**config.mk**
```make
export PLATFORM = sky130hd
export DESIGN_NAME = misfire_crank_criteria_unit
export DESIGN_NICKNAME = d
export VERILOG_FILES = /design/src/rtl/mcc_pkg.sv /design/src/rtl/mcc_div.sv /design/src/rtl/mcc_dp.sv /design/src/rtl/mcc_ctrl.sv /design/src/rtl/misfire_crank_criteria_unit.sv
export SDC_FILE = /design/constraint.sdc
export NUM_CORES = 2
export LEC_CHECK = 0
export CORE_UTILIZATION = 40
export CTS_BUF_LIST = sky130_fd_sc_hd__clkbuf_4 sky130_fd_sc_hd__clkbuf_8 sky130_fd_sc_hd__clkbuf_16
export CTS_CLUSTER_DIAMETER = 150
export DETAILED_ROUTE_END_ITERATION = 6
export DONT_BUFFER_PORTS = 1
export GPL_ROUTABILITY_DRIVEN = 0
export SYNTH_ARGS = -nofsm -noshare
export SYNTH_HDL_FRONTEND = slang
export SYNTH_SLANG_ARGS = --single-unit
```
**constraint.sdc**
```tcl
create_clock -name clk_i -period 15.26 [get_ports clk_i]
set_input_delay 0.763 -clock clk_i [delete_from_list [all_inputs] [get_ports clk_i]]
set_output_delay 0.763 -clock clk_i [all_outputs]
set_load 0.005 [all_outputs]
```
**src/rtl/mcc_pkg.sv**
```systemverilog
// ----------------------------------------------------------------------------
// mcc_pkg: shared types and constants of the misfire crank criteria unit
// Item structs, controller commands and status, divider operand selection.
// ----------------------------------------------------------------------------
package mcc_pkg;

  // divider word width
  localparam int unsigned DIV_W = 32;

  // fixed scaling constants
  localparam logic [31:0] SCALE_DIVISOR = 32'd15625;
  localparam logic [17:0] DELTA_CLAMP   = 18'd262143;
  localparam logic [31:0] LW_CAP        = 32'd199999;
  localparam logic [31:0] BIG_DIFF      = 32'd131071;
  localparam logic [31:0] DBL_LIMIT     = 32'h7FFF_FFFF;
  localparam logic [31:0] POS_FULL      = 32'd32767;
  localparam logic [31:0] NEG_FULL      = 32'd32768;

  // 16384/15625 as a reciprocal with 30 fraction bits, exact for 18-bit deltas
  localparam logic [30:0] SCALE_RECIP   = 31'd1125899907;

  // criterion history slot indexes
  localparam logic [1:0] H_PREV2 = 2'd0;
  localparam logic [1:0] H_PREV  = 2'd1;
  localparam logic [1:0] H_CUR   = 2'd2;
  localparam logic [1:0] H_NEXT  = 2'd3;

  // divider operand selection
  typedef enum logic [1:0] {
    DIV_PRESS_SCALE,
    DIV_PRESS_NORM,
    DIV_COMB
  } div_sel_e;

  typedef struct packed {
    logic [31:0] long_win_delay;
    logic [15:0] half_rev_sum;
    logic [31:0] tdc_win_delay;
    logic [31:0] exp_win_delay;
    logic [31:0] bdc_win_delay;
  } in_item_t;

  typedef struct packed {
    logic signed [15:0] pfilt_out;
    logic signed [15:0] pfilt_next;
    logic signed [15:0] pfilt_cur;
    logic signed [15:0] pfilt_prev;
    logic signed [15:0] pfilt_prev2;
    logic signed [15:0] comb_out;
    logic signed [15:0] comb_next;
    logic signed [15:0] comb_cur;
    logic signed [15:0] comb_prev;
    logic signed [15:0] comb_prev2;
  } out_item_t;

  // controller to datapath
  typedef struct packed {
    logic     load;
    logic     div_start;
    div_sel_e div_sel;
    logic     div_capture;
    logic     commit;
  } cmd_t;

  // datapath to controller
  typedef struct packed {
    logic div_done;
  } sts_t;

endpackage

```
**src/rtl/mcc_div.sv**
```systemverilog
// ----------------------------------------------------------------------------
// mcc_div: restoring unsigned divider
// One quotient bit per cycle; done pulses for one cycle after the last bit.
// ----------------------------------------------------------------------------
module mcc_div (
  input  logic                      clk_i,
  input  logic                      rst_ni,
  input  logic                      start_i,
  input  logic [mcc_pkg::DIV_W-1:0] dividend_i,
  input  logic [mcc_pkg::DIV_W-1:0] divisor_i,
  output logic                      done_o,
  output logic [mcc_pkg::DIV_W-1:0] quotient_o
);

  localparam int unsigned CntW = $clog2(mcc_pkg::DIV_W);
  localparam logic [CntW-1:0] LastCnt = CntW'(mcc_pkg::DIV_W - 1);

  logic [mcc_pkg::DIV_W-1:0] rem_q, quo_q, dvs_q;
  logic [CntW-1:0]           cnt_q;
  logic                      busy_q, done_q;
  logic [mcc_pkg::DIV_W:0]   rem_shift;
  logic                      ge;
  logic [mcc_pkg::DIV_W-1:0] rem_d;

  // trial subtraction
  always_comb begin
    rem_shift = {rem_q, quo_q[mcc_pkg::DIV_W-1]};
    ge        = rem_shift >= {1'b0, dvs_q};
    rem_d     = ge ? mcc_pkg::DIV_W'(rem_shift - {1'b0, dvs_q})
                   : rem_shift[mcc_pkg::DIV_W-1:0];
  end

  // control
  always_ff @(posedge clk_i or negedge rst_ni) begin
    if (!rst_ni) begin
      busy_q <= 1'b0;
      done_q <= 1'b0;
      cnt_q  <= '0;
    end else if (start_i) begin
      busy_q <= 1'b1;
      done_q <= 1'b0;
      cnt_q  <= '0;
    end else if (busy_q) begin
      cnt_q <= cnt_q + 1'b1;
      if (cnt_q == LastCnt) begin
        busy_q <= 1'b0;
        done_q <= 1'b1;
      end
    end else begin
      done_q <= 1'b0;
    end
  end

  // operands and partial results
  always_ff @(posedge clk_i) begin
    if (start_i) begin
      rem_q <= '0;
      quo_q <= dividend_i;
      dvs_q <= divisor_i;
    end else if (busy_q) begin
      rem_q <= rem_d;
      quo_q <= {quo_q[mcc_pkg::DIV_W-2:0], ge};
    end
  end

  assign done_o     = done_q;
  assign quotient_o = quo_q;

endmodule

```
**src/rtl/mcc_dp.sv**
```systemverilog
// ----------------------------------------------------------------------------
// mcc_dp: datapath of the misfire crank criteria unit
// Operand preparation, shared divider, saturation, histories, result register.
// ----------------------------------------------------------------------------
module mcc_dp (
  input  logic               clk_i,
  input  logic               rst_ni,
  input  mcc_pkg::in_item_t  in_data_i,
  input  mcc_pkg::cmd_t      cmd_i,
  output mcc_pkg::sts_t      sts_o,
  output mcc_pkg::out_item_t out_data_o
);

  // saturate a magnitude to the criterion range, negating when falling
  function automatic logic [15:0] sat_crit(input logic neg, input logic [31:0] mag);
    logic [16:0] lim;
    logic [16:0] nv;
    begin
      if (neg) begin
        lim = (mag > mcc_pkg::NEG_FULL) ? 17'd32768 : mag[16:0];
        nv  = 17'd0 - lim;
        return nv[15:0];
      end else begin
        lim = (mag > mcc_pkg::POS_FULL) ? 17'd32767 : mag[16:0];
        return lim[15:0];
      end
    end
  endfunction

  // division by four, truncated toward zero
  function automatic logic signed [18:0] div4(input logic signed [18:0] v);
    logic signed [18:0] t;
    begin
      t = v + (v[18] ? 19'sd3 : 19'sd0);
      return t >>> 2;
    end
  endfunction

  logic [17:0]        last_lw_q;
  logic               pup_q;
  logic [17:0]        pd_q;
  logic [15:0]        hrs_q;
  logic [17:0]        lw_cap_q;
  logic [31:0]        sum_q, dbl_q, ex_q;
  logic [18:0]        t1_q;
  logic signed [15:0] pn_q, cn_q;
  logic signed [15:0] p_hist_q [4];
  logic signed [15:0] c_hist_q [4];
  mcc_pkg::out_item_t out_q;

  logic        up;
  logic [31:0] lw_diff;
  logic [32:0] sum_raw;
  logic        cneg, cbig;
  logic [31:0] cd;
  logic [31:0] dividend, divisor;
  logic [31:0] quo, qs;
  logic        div_done;
  logic [48:0] t1_prod;

  // pressure and combustion operands from the incoming item
  always_comb begin
    up      = in_data_i.long_win_delay > {14'd0, last_lw_q};
    lw_diff = up ? in_data_i.long_win_delay - {14'd0, last_lw_q}
                 : {14'd0, last_lw_q} - in_data_i.long_win_delay;
    sum_raw = {1'b0, in_data_i.tdc_win_delay} + {1'b0, in_data_i.bdc_win_delay};
  end

  always_ff @(posedge clk_i) begin
    if (cmd_i.load) begin
      pup_q    <= up;
      pd_q     <= (lw_diff > {14'd0, mcc_pkg::DELTA_CLAMP}) ? mcc_pkg::DELTA_CLAMP
                                                            : lw_diff[17:0];
      hrs_q    <= in_data_i.half_rev_sum;
      lw_cap_q <= (in_data_i.long_win_delay > mcc_pkg::LW_CAP) ? mcc_pkg::LW_CAP[17:0]
                                                               : in_data_i.long_win_delay[17:0];
      sum_q    <= sum_raw[32] ? '1 : sum_raw[31:0];
      dbl_q    <= (in_data_i.exp_win_delay >= mcc_pkg::DBL_LIMIT) ? '1
                  : {in_data_i.exp_win_delay[30:0], 1'b0};
      ex_q     <= in_data_i.exp_win_delay;
    end
  end

  // long window rescale: delta * 16384 / 15625 by reciprocal multiplication
  assign t1_prod = 49'(pd_q) * 49'(mcc_pkg::SCALE_RECIP);

  // combustion difference magnitude
  always_comb begin
    cneg = sum_q > dbl_q;
    cd   = cneg ? sum_q - dbl_q : dbl_q - sum_q;
    cbig = cd > mcc_pkg::BIG_DIFF;
  end

  // divider operand selection
  always_comb begin
    case (cmd_i.div_sel)
      mcc_pkg::DIV_PRESS_SCALE: begin
        dividend = '0;
        divisor  = '0;
      end
      mcc_pkg::DIV_PRESS_NORM: begin
        dividend = {t1_q, 13'd0};
        divisor  = 32'({hrs_q, 2'b00}) + 32'(hrs_q);
      end
      mcc_pkg::DIV_COMB: begin
        dividend = cbig ? cd : {cd[16:0], 15'd0};
        divisor  = ex_q;
      end
      default: begin
        dividend = '0;
        divisor  = '0;
      end
    endcase
  end

  mcc_div u_div (
    .clk_i      (clk_i),
    .rst_ni     (rst_ni),
    .start_i    (cmd_i.div_start),
    .dividend_i (dividend),
    .divisor_i  (divisor),
    .done_o     (div_done),
    .quotient_o (quo)
  );

  assign sts_o.div_done = div_done;

  // large combustion difference: quotient times 32768 before saturation
  assign qs = cbig ? ((quo != '0) ? mcc_pkg::NEG_FULL : '0) : quo;

  // capture of rescale and division results
  always_ff @(posedge clk_i) begin
    if (cmd_i.div_capture) begin
      case (cmd_i.div_sel)
        mcc_pkg::DIV_PRESS_SCALE: t1_q <= t1_prod[48:30];
        mcc_pkg::DIV_PRESS_NORM: begin
          if (hrs_q == '0) pn_q <= pup_q ? 16'sh7FFF : 16'sh8000;
          else             pn_q <= sat_crit(!pup_q, quo);
        end
        mcc_pkg::DIV_COMB: begin
          if (ex_q == '0) cn_q <= 16'sh7FFF;
          else            cn_q <= sat_crit(cneg, qs);
        end
        default: ;
      endcase
    end
  end

  localparam logic [1:0] H_NEXT_IDX = mcc_pkg::H_NEXT;
  localparam logic [1:0] H_CUR_IDX  = mcc_pkg::H_CUR;

  // second differences of the shifted histories
  logic signed [18:0] px, cx, pq, cq;
  always_comb begin
    px = (19'(p_hist_q[H_NEXT_IDX]) <<< 1) - 19'(pn_q) - 19'(p_hist_q[H_CUR_IDX]);
    cx = (19'(c_hist_q[H_NEXT_IDX]) <<< 1) - 19'(cn_q) - 19'(c_hist_q[H_CUR_IDX]);
    pq = div4(px);
    cq = div4(cx + 19'sd2);
  end

  // history shift and last long window on commit
  always_ff @(posedge clk_i or negedge rst_ni) begin
    if (!rst_ni) begin
      for (int i = 0; i < 4; i++) begin
        p_hist_q[i] <= '0;
        c_hist_q[i] <= '0;
      end
      last_lw_q <= '0;
    end else if (cmd_i.commit) begin
      p_hist_q[mcc_pkg::H_PREV2] <= p_hist_q[mcc_pkg::H_PREV];
      p_hist_q[mcc_pkg::H_PREV]  <= p_hist_q[mcc_pkg::H_CUR];
      p_hist_q[mcc_pkg::H_CUR]   <= p_hist_q[mcc_pkg::H_NEXT];
      p_hist_q[mcc_pkg::H_NEXT]  <= pn_q;
      c_hist_q[mcc_pkg::H_PREV2] <= c_hist_q[mcc_pkg::H_PREV];
      c_hist_q[mcc_pkg::H_PREV]  <= c_hist_q[mcc_pkg::H_CUR];
      c_hist_q[mcc_pkg::H_CUR]   <= c_hist_q[mcc_pkg::H_NEXT];
      c_hist_q[mcc_pkg::H_NEXT]  <= cn_q;
      last_lw_q <= lw_cap_q;
    end
  end

  // result register
  always_ff @(posedge clk_i) begin
    if (cmd_i.commit) begin
      out_q.pfilt_out   <= pq[15:0];
      out_q.pfilt_next  <= pn_q;
      out_q.pfilt_cur   <= p_hist_q[mcc_pkg::H_NEXT];
      out_q.pfilt_prev  <= p_hist_q[mcc_pkg::H_CUR];
      out_q.pfilt_prev2 <= p_hist_q[mcc_pkg::H_PREV];
      out_q.comb_out    <= (cq > 19'sd32767) ? 16'sh7FFF : cq[15:0];
      out_q.comb_next   <= cn_q;
      out_q.comb_cur    <= c_hist_q[mcc_pkg::H_NEXT];
      out_q.comb_prev   <= c_hist_q[mcc_pkg::H_CUR];
      out_q.comb_prev2  <= c_hist_q[mcc_pkg::H_PREV];
    end
  end

  assign out_data_o = out_q;

endmodule

```
**src/rtl/mcc_ctrl.sv**
```systemverilog
// ----------------------------------------------------------------------------
// mcc_ctrl: controller of the misfire crank criteria unit
// Sequences the rescale, the two divisions and the commit, owns the handshake.
// ----------------------------------------------------------------------------
module mcc_ctrl (
  input  logic          clk_i,
  input  logic          rst_ni,
  input  logic          in_valid_i,
  output logic          in_stall_o,
  output logic          out_valid_o,
  input  logic          out_stall_i,
  input  mcc_pkg::sts_t sts_i,
  output mcc_pkg::cmd_t cmd_o
);

  localparam logic [2:0] S_IDLE    = 3'd0;
  localparam logic [2:0] S_P1_GO   = 3'd1;
  localparam logic [2:0] S_P2_GO   = 3'd3;
  localparam logic [2:0] S_P2_WAIT = 3'd4;
  localparam logic [2:0] S_C_GO    = 3'd5;
  localparam logic [2:0] S_C_WAIT  = 3'd6;
  localparam logic [2:0] S_COMMIT  = 3'd7;

  logic [2:0] state_q, state_d;
  logic       out_valid_q, out_valid_d;
  logic       out_free;

  assign out_free = !out_valid_q || !out_stall_i;

  // next state and commands
  always_comb begin
    state_d           = state_q;
    cmd_o.load        = 1'b0;
    cmd_o.div_start   = 1'b0;
    cmd_o.div_sel     = mcc_pkg::DIV_PRESS_SCALE;
    cmd_o.div_capture = 1'b0;
    cmd_o.commit      = 1'b0;
    case (state_q)
      S_IDLE: begin
        if (in_valid_i) begin
          cmd_o.load = 1'b1;
          state_d    = S_P1_GO;
        end
      end
      S_P1_GO: begin
        cmd_o.div_capture = 1'b1;
        state_d           = S_P2_GO;
      end
      S_P2_GO: begin
        cmd_o.div_sel   = mcc_pkg::DIV_PRESS_NORM;
        cmd_o.div_start = 1'b1;
        state_d         = S_P2_WAIT;
      end
      S_P2_WAIT: begin
        cmd_o.div_sel = mcc_pkg::DIV_PRESS_NORM;
        if (sts_i.div_done) begin
          cmd_o.div_capture = 1'b1;
          state_d           = S_C_GO;
        end
      end
      S_C_GO: begin
        cmd_o.div_sel   = mcc_pkg::DIV_COMB;
        cmd_o.div_start = 1'b1;
        state_d         = S_C_WAIT;
      end
      S_C_WAIT: begin
        cmd_o.div_sel = mcc_pkg::DIV_COMB;
        if (sts_i.div_done) begin
          cmd_o.div_capture = 1'b1;
          state_d           = S_COMMIT;
        end
      end
      S_COMMIT: begin
        if (out_free) begin
          cmd_o.commit = 1'b1;
          state_d      = S_IDLE;
        end
      end
      default: state_d = S_IDLE;
    endcase
  end

  // output valid flag
  always_comb begin
    out_valid_d = out_valid_q;
    if (cmd_o.commit)      out_valid_d = 1'b1;
    else if (!out_stall_i) out_valid_d = 1'b0;
  end

  always_ff @(posedge clk_i or negedge rst_ni) begin
    if (!rst_ni) begin
      state_q     <= S_IDLE;
      out_valid_q <= 1'b0;
    end else begin
      state_q     <= state_d;
      out_valid_q <= out_valid_d;
    end
  end

  assign in_stall_o  = (state_q != S_IDLE);
  assign out_valid_o = out_valid_q;

endmodule

```
**src/rtl/misfire_crank_criteria_unit.sv**
```systemverilog
// ----------------------------------------------------------------------------
// misfire_crank_criteria_unit: pressure and combustion criteria per event
// Takes one set of crank window timings per combustion event and returns both
// four-deep criterion histories with their second differences.
// ----------------------------------------------------------------------------
// Usage
//   Input channel in_valid_i / in_stall_o / in_data_i carries one item per
//   combustion event. Output channel out_valid_o / out_stall_i / out_data_o
//   returns exactly one item for each accepted input item, in order.
//   An item is taken while in_stall_o is low, i.e. while the unit is idle.
//   The long-window rescale by 16384/15625 is a reciprocal multiplication.
//   The half-revolution normalisation and the combustion ratio run one
//   after another on one shared bit-serial divider, each as a start step,
//   32 quotient bits and a capture step. After acceptance the unit loads the
//   item, captures the rescale, runs both divisions and commits the result
//   once the output is free; it is idle again when out_valid_o rises, so
//   items are taken one at a time.
//   A finished item sits in the output register; the next item may be taken
//   and worked on meanwhile, but its result waits at the commit step while
//   out_stall_i holds the previous one, and histories shift only at commit.
//   Reset clears both histories, the stored long window, the controller state
//   and the output valid flag.
// ----------------------------------------------------------------------------
module misfire_crank_criteria_unit (
  input  logic               clk_i,
  input  logic               rst_ni,
  input  logic               in_valid_i,
  output logic               in_stall_o,
  input  mcc_pkg::in_item_t  in_data_i,
  output logic               out_valid_o,
  input  logic               out_stall_i,
  output mcc_pkg::out_item_t out_data_o
);

  mcc_pkg::cmd_t cmd;
  mcc_pkg::sts_t sts;

  mcc_ctrl u_ctrl (
    .clk_i       (clk_i),
    .rst_ni      (rst_ni),
    .in_valid_i  (in_valid_i),
    .in_stall_o  (in_stall_o),
    .out_valid_o (out_valid_o),
    .out_stall_i (out_stall_i),
    .sts_i       (sts),
    .cmd_o       (cmd)
  );

  mcc_dp u_dp (
    .clk_i      (clk_i),
    .rst_ni     (rst_ni),
    .in_data_i  (in_data_i),
    .cmd_i      (cmd),
    .sts_o      (sts),
    .out_data_o (out_data_o)
  );

endmodule

```
==> flow_metrics.py <==
metrics = {
    "route": {
        "drc": 0,
        "wl_per_cell_um": 19.1,
        "first_pass_iters": 6,
        "via_count": 29100,
        "ant_nets": 0,
        "routed_via_density": 5.37,
        "drt-total-wl_um": 104000,
        "first_iter_violations": 2115,
    },
    "critical_path": {
        "slowest_stage": "mux2i_1",
        "path_cells": "fa_1 > fa_1 > ha_1 > fa_1 > a21o_1 > a21oi_1 > o21ai_1 > nand3b_1 > a311o_1 > a21oi_1 > xnor2_1 > ha_1 > and2_0 > nand4_1 > a211oi_1 > nor3_1 > nor4_2 > nand4b_1 > o41a_1 > o22ai_1 > mux2i_1 > nand3_1",
        "critical_path.endpoint_type": "register",
        "critPathRequiredTime_ns": 15.57,
        "worst-path-max-fanout": 15,
        "start_kind": "register",
        "timing.rr.start": "u_dp.c_hist_q[0]",
        "path_buf_inv": 0,
        "slowest_delay_ns": 0.92,
        "arrival_ns": 7.54,
        "cpMostUsedCell": "fa_1",
        "crit_family": "adder cells",
        "r2r_slack_ns": 8.03,
        "r2r_end": "u_dp.out_data_o[73]",
        "crit_type": "register to register",
        "reg2regPathDepth": 22,
    },
    "global_route": {
        "top_usage_layer": "met2",
        "grtUsageTotal_pct": 19.8,
        "grt-ovfl-total": 0,
        "grt_antenna_before_repair": 0,
        "grtUsageMet2_pct": 33.1,
        "grt_pass1_wl_um": 161000,
        "first_global_vias": 28400,
        "grt_util_met3_pct": 3.04,
        "grt_max_degree": 126,
        "grt.met1_usage_pct": 26.3,
    },
    "sta": {
        "setup_viol": 0,
        "fin_ws_ns": 8.03,
        "finalCriticalPeriod_ns": 7.23,
        "hold_violations": 0,
        "min_period_over_period_pct": 47.4,
        "slew_headroom_pct": 25.1,
        "slew_viol_final": 0,
        "fmax_mhz": 138,
        "worst_pin_slew_ns": 1.09,
        "tns_ns": 0,
        "rsz0062_at_grt": "false",
        "skew_ns": 0.0274,
    },
    "synth": {
        "syn_inst": 4057,
        "ys_warn_count": 0,
        "ys.flop_type": "edfxtp_1",
        "synth_fp_nets": 4823,
        "synth.distinct_cells": 92,
        "async_reset_ff_share_pct": 21.5,
        "synth-edff-count": 424,
        "syn_area_um2": 41200,
        "avgSynthCellArea_um2": 10.2,
        "synth-seq-area-share_pct": 40.0,
        "ys_ff_latch": 581,
    },
    "power_and_ir_drop": {
        "p_int_w": 0.00319,
        "total_power_w": 0.00459,
        "combPwrFrac_pct": 23.7,
        "p_leak_nw": 18.9,
        "vdd_drop_max_mv": 0.0852,
        "p_switching_w": 0.00140,
        "p_per_area_nw_per_um2": 102,
        "seqPwrFrac_pct": 40.6,
        "netSwitchingFraction_pct": 30.5,
        "clkPwrFrac_pct": 35.7,
    },
    "finish": {
        "n_fill_cell": 9704,
        "areaGrowthSynthToFinish_pct": 8.80,
        "layout-drive-gt1-share_pct": 4.51,
        "antennaDiodeCount": 0,
        "nets": 4770,
    },
    "die": {
        "die_w_um": 323,
        "num_rows": 117,
        "dieArea_um2": 104000,
        "die_y_um": 323,
        "pin_count": 310,
        "initial_core_util_pct": 40.4,
        "fp.coreArea_um2": 102000,
    },
    "cts": {
        "ctsResizeCount": 0,
        "worstSkewPairLatency_ns": 0.65,
        "cts-htree-levels": 3,
        "numCtsBuffers": 67,
        "cts_buffer_depth": 3,
        "cts_sinks": 581,
        "clk_pin_slew_ns": 0.06,
        "cts-root-buf": "clkbuf_16",
        "cts_tree": "yes",
    },
    "flow_run": {
        "drv_cap": 0,
    },
    "outcome": {
        "status": "completed",
    },
    "placement": {
        "pre_cts_ws_ns": 8.15,
        "hpwl_um": 81200,
        "io_buffers": 0,
    },
    "min_path": {
        "hp-class": "input pin to async pin",
    },
}
worst reg2reg max path: stages (launching register included):
cell      delay [ns]
dfrtp_1         0.42
fa_1            0.44
fa_1            0.46
ha_1            0.25
fa_1            0.40
a21o_1          0.17
a21oi_1         0.26
o21ai_1         0.12
nand3b_1        0.17
a311o_1         0.21
a21oi_1         0.09
xnor2_1         0.42
ha_1            0.21
and2_0          0.18
nand4_1         0.11
a211oi_1        0.23
nor3_1          0.19
nor4_2          0.62
nand4b_1        0.24
o41a_1          0.43
o22ai_1         0.20
mux2i_1         0.92
nand3_1         0.18
final cells by class:
class                   instances  area [um2]  share of cell area, %
multi-input cells            2839       22400                   49.8
inverters                     495        1870                   4.16
repair buffers                 20         170                  0.379
clock inverters                43         448                  0.998
clock buffers                  80        1810                   4.04
well taps                    1368        1710                   3.81
flip-flops and latches        581       16500                   36.8
flip-flops by register name (all words and copies together), names as in the netlist, 18 cells and up:
signal                 flops
u_dp.out_data_o          160
u_dp.c_hist_q             48
u_dp.p_hist_q             48
u_dp.dbl_q                32
u_dp.ex_q                 32
u_dp.sum_q                32
u_dp.u_div.dvs_q          32
u_dp.u_div.quotient_o     32
u_dp.u_div.rem_q          32
u_dp.t1_q                 19
u_dp.last_lw_q            18
u_dp.lw_cap_q             18
u_dp.pd_q                 18
power by group through the flow:
stage	clock network [W]	logic (W)	registers (W)
after global placement	0	0.00107	0.00190
after global routing	0.00174	0.00124	0.00188
after floorplan	0	0.000880	0.00187
final	0.00164	0.00109	0.00187
after detailed placement	0	0.00108	0.00190
after CTS	0.00168	0.00110	0.00187
cell families (layout without fill, tap and decap cells):
family / Yosys count / in the layout / share of synthesized area [%]
AOI/OAI and AO/OA: 1001 / 1001 / 15.3
xor gates and xnor gates: 184 / 184 / 3.91
adders and majority gates: 618 / 618 / 22.4
buffers and inverters: 637 / 638 / 5.88
DFF: 581 / 581 / 40.0
muxes: 33 / 33 / 0.807
and+or+nand+nor: 1003 / 1003 / 11.7
metal layers:
layer,vias up,part of all wire [%],wire [um]
met1,14000,45,46600
met4,0,2.4,2520
met5,-,0,0
met3,133,5.4,5630
li1,14100,-,-
met2,812,47,48800
cell usage after synthesis (17+ instances only):
master / number / area share (%)
a211oi_1: 34 / 0.62
a21o_1: 92 / 1.7
a21oi_1: 256 / 3.1
a22o_1: 30 / 0.64
a31oi_1: 21 / 0.32
and2_1: 41 / 0.62
and3_1: 31 / 0.47
buf_2: 17 / 0.21
clkbuf_1: 108 / 0.98
dfrtp_1: 125 / 7.6
dfxtp_1: 32 / 1.6
edfxtp_1: 424 / 31
fa_1: 202 / 9.8
ha_1: 416 / 13
inv_1: 492 / 4.5
mux2i_1: 31 / 0.75
nand2_1: 362 / 3.3
nand2b_1: 60 / 0.91
nand3_1: 66 / 0.80
nand4_1: 38 / 0.58
nor2_1: 204 / 1.9
nor2b_1: 34 / 0.52
nor3_1: 52 / 0.63
nor4_1: 32 / 0.49
o211ai_1: 29 / 0.53
o21a_1: 37 / 0.67
o21ai_0: 309 / 3.8
o21bai_1: 35 / 0.64
o31ai_1: 22 / 0.40
or3_1: 26 / 0.39
xnor2_1: 101 / 2.1
xor2_1: 83 / 1.8
layout by cell type (no fill, tap or decap), types with 22 or more instances in the layout:
cell       netlist  routed
xor2_1          83      83
a22o_1          30      30
a21oi_1        256     253
o21a_1          37      37
nor4_1          32      32
o21ai_0        309     309
a211oi_1        34      34
nor3_1          52      52
nor2b_1         34      34
xnor2_1        101     101
ha_1           416     416
inv_1          492     491
and2_1          41      41
dfrtp_1        125     124
or3_1           26      26
and3_1          31      31
o31ai_1         22      22
nor2_1         204     203
o211ai_1        29      29
clkbuf_16        0      67
nand3_1         66      66
edfxtp_1       424     424
o21bai_1        35      35
fa_1           202     202
nand4_1         38      38
dfxtp_1         32      32
nand2b_1        60      59
nand2_1        362     361
a21o_1          92      91
mux2i_1         31      31
how the worst max path moves through the flow:
stage	startpoint	to	slack [ns]	cells after the start
floorplan	u_ctrl.state_q[1]	u_dp.dbl_q[0]	7.43	3
CTS	u_dp.c_hist_q[0]	u_dp.out_data_o[73]	8.13	22
detailed placement	u_dp.c_hist_q[0]	u_dp.out_data_o[73]	8.15	22
finish	u_dp.c_hist_q[0]	u_dp.out_data_o[73]	8.03	22
global route	u_dp.c_hist_q[0]	u_dp.out_data_o[69]	7.53	22
global placement	u_dp.pd_q[6]	u_dp.t1_q[17]	8.28	24
through the flow:
step / std cells / cell area [um2] / hold WS [ns] / util [%]
CTS: 5426 / 44900 / 0.129 / 44.0
finish: 5426 / 44900 / 0.0797 / 44.0
global placement: 5302 / 42600 / 0.429 / 41.7
floorplan: 4057 / 41200 / 0.425 / -
detailed placement: 5302 / 42600 / 0.430 / 41.7
global route: 5426 / 44900 / 0.154 / 44.0
timing repair:
item / in CTS / in global routing
hold buffers: 1 / 0
buffers inserted: 0 / 0
hold endpoints to repair: 125 / 0
(Power assumes the default switching activity.)
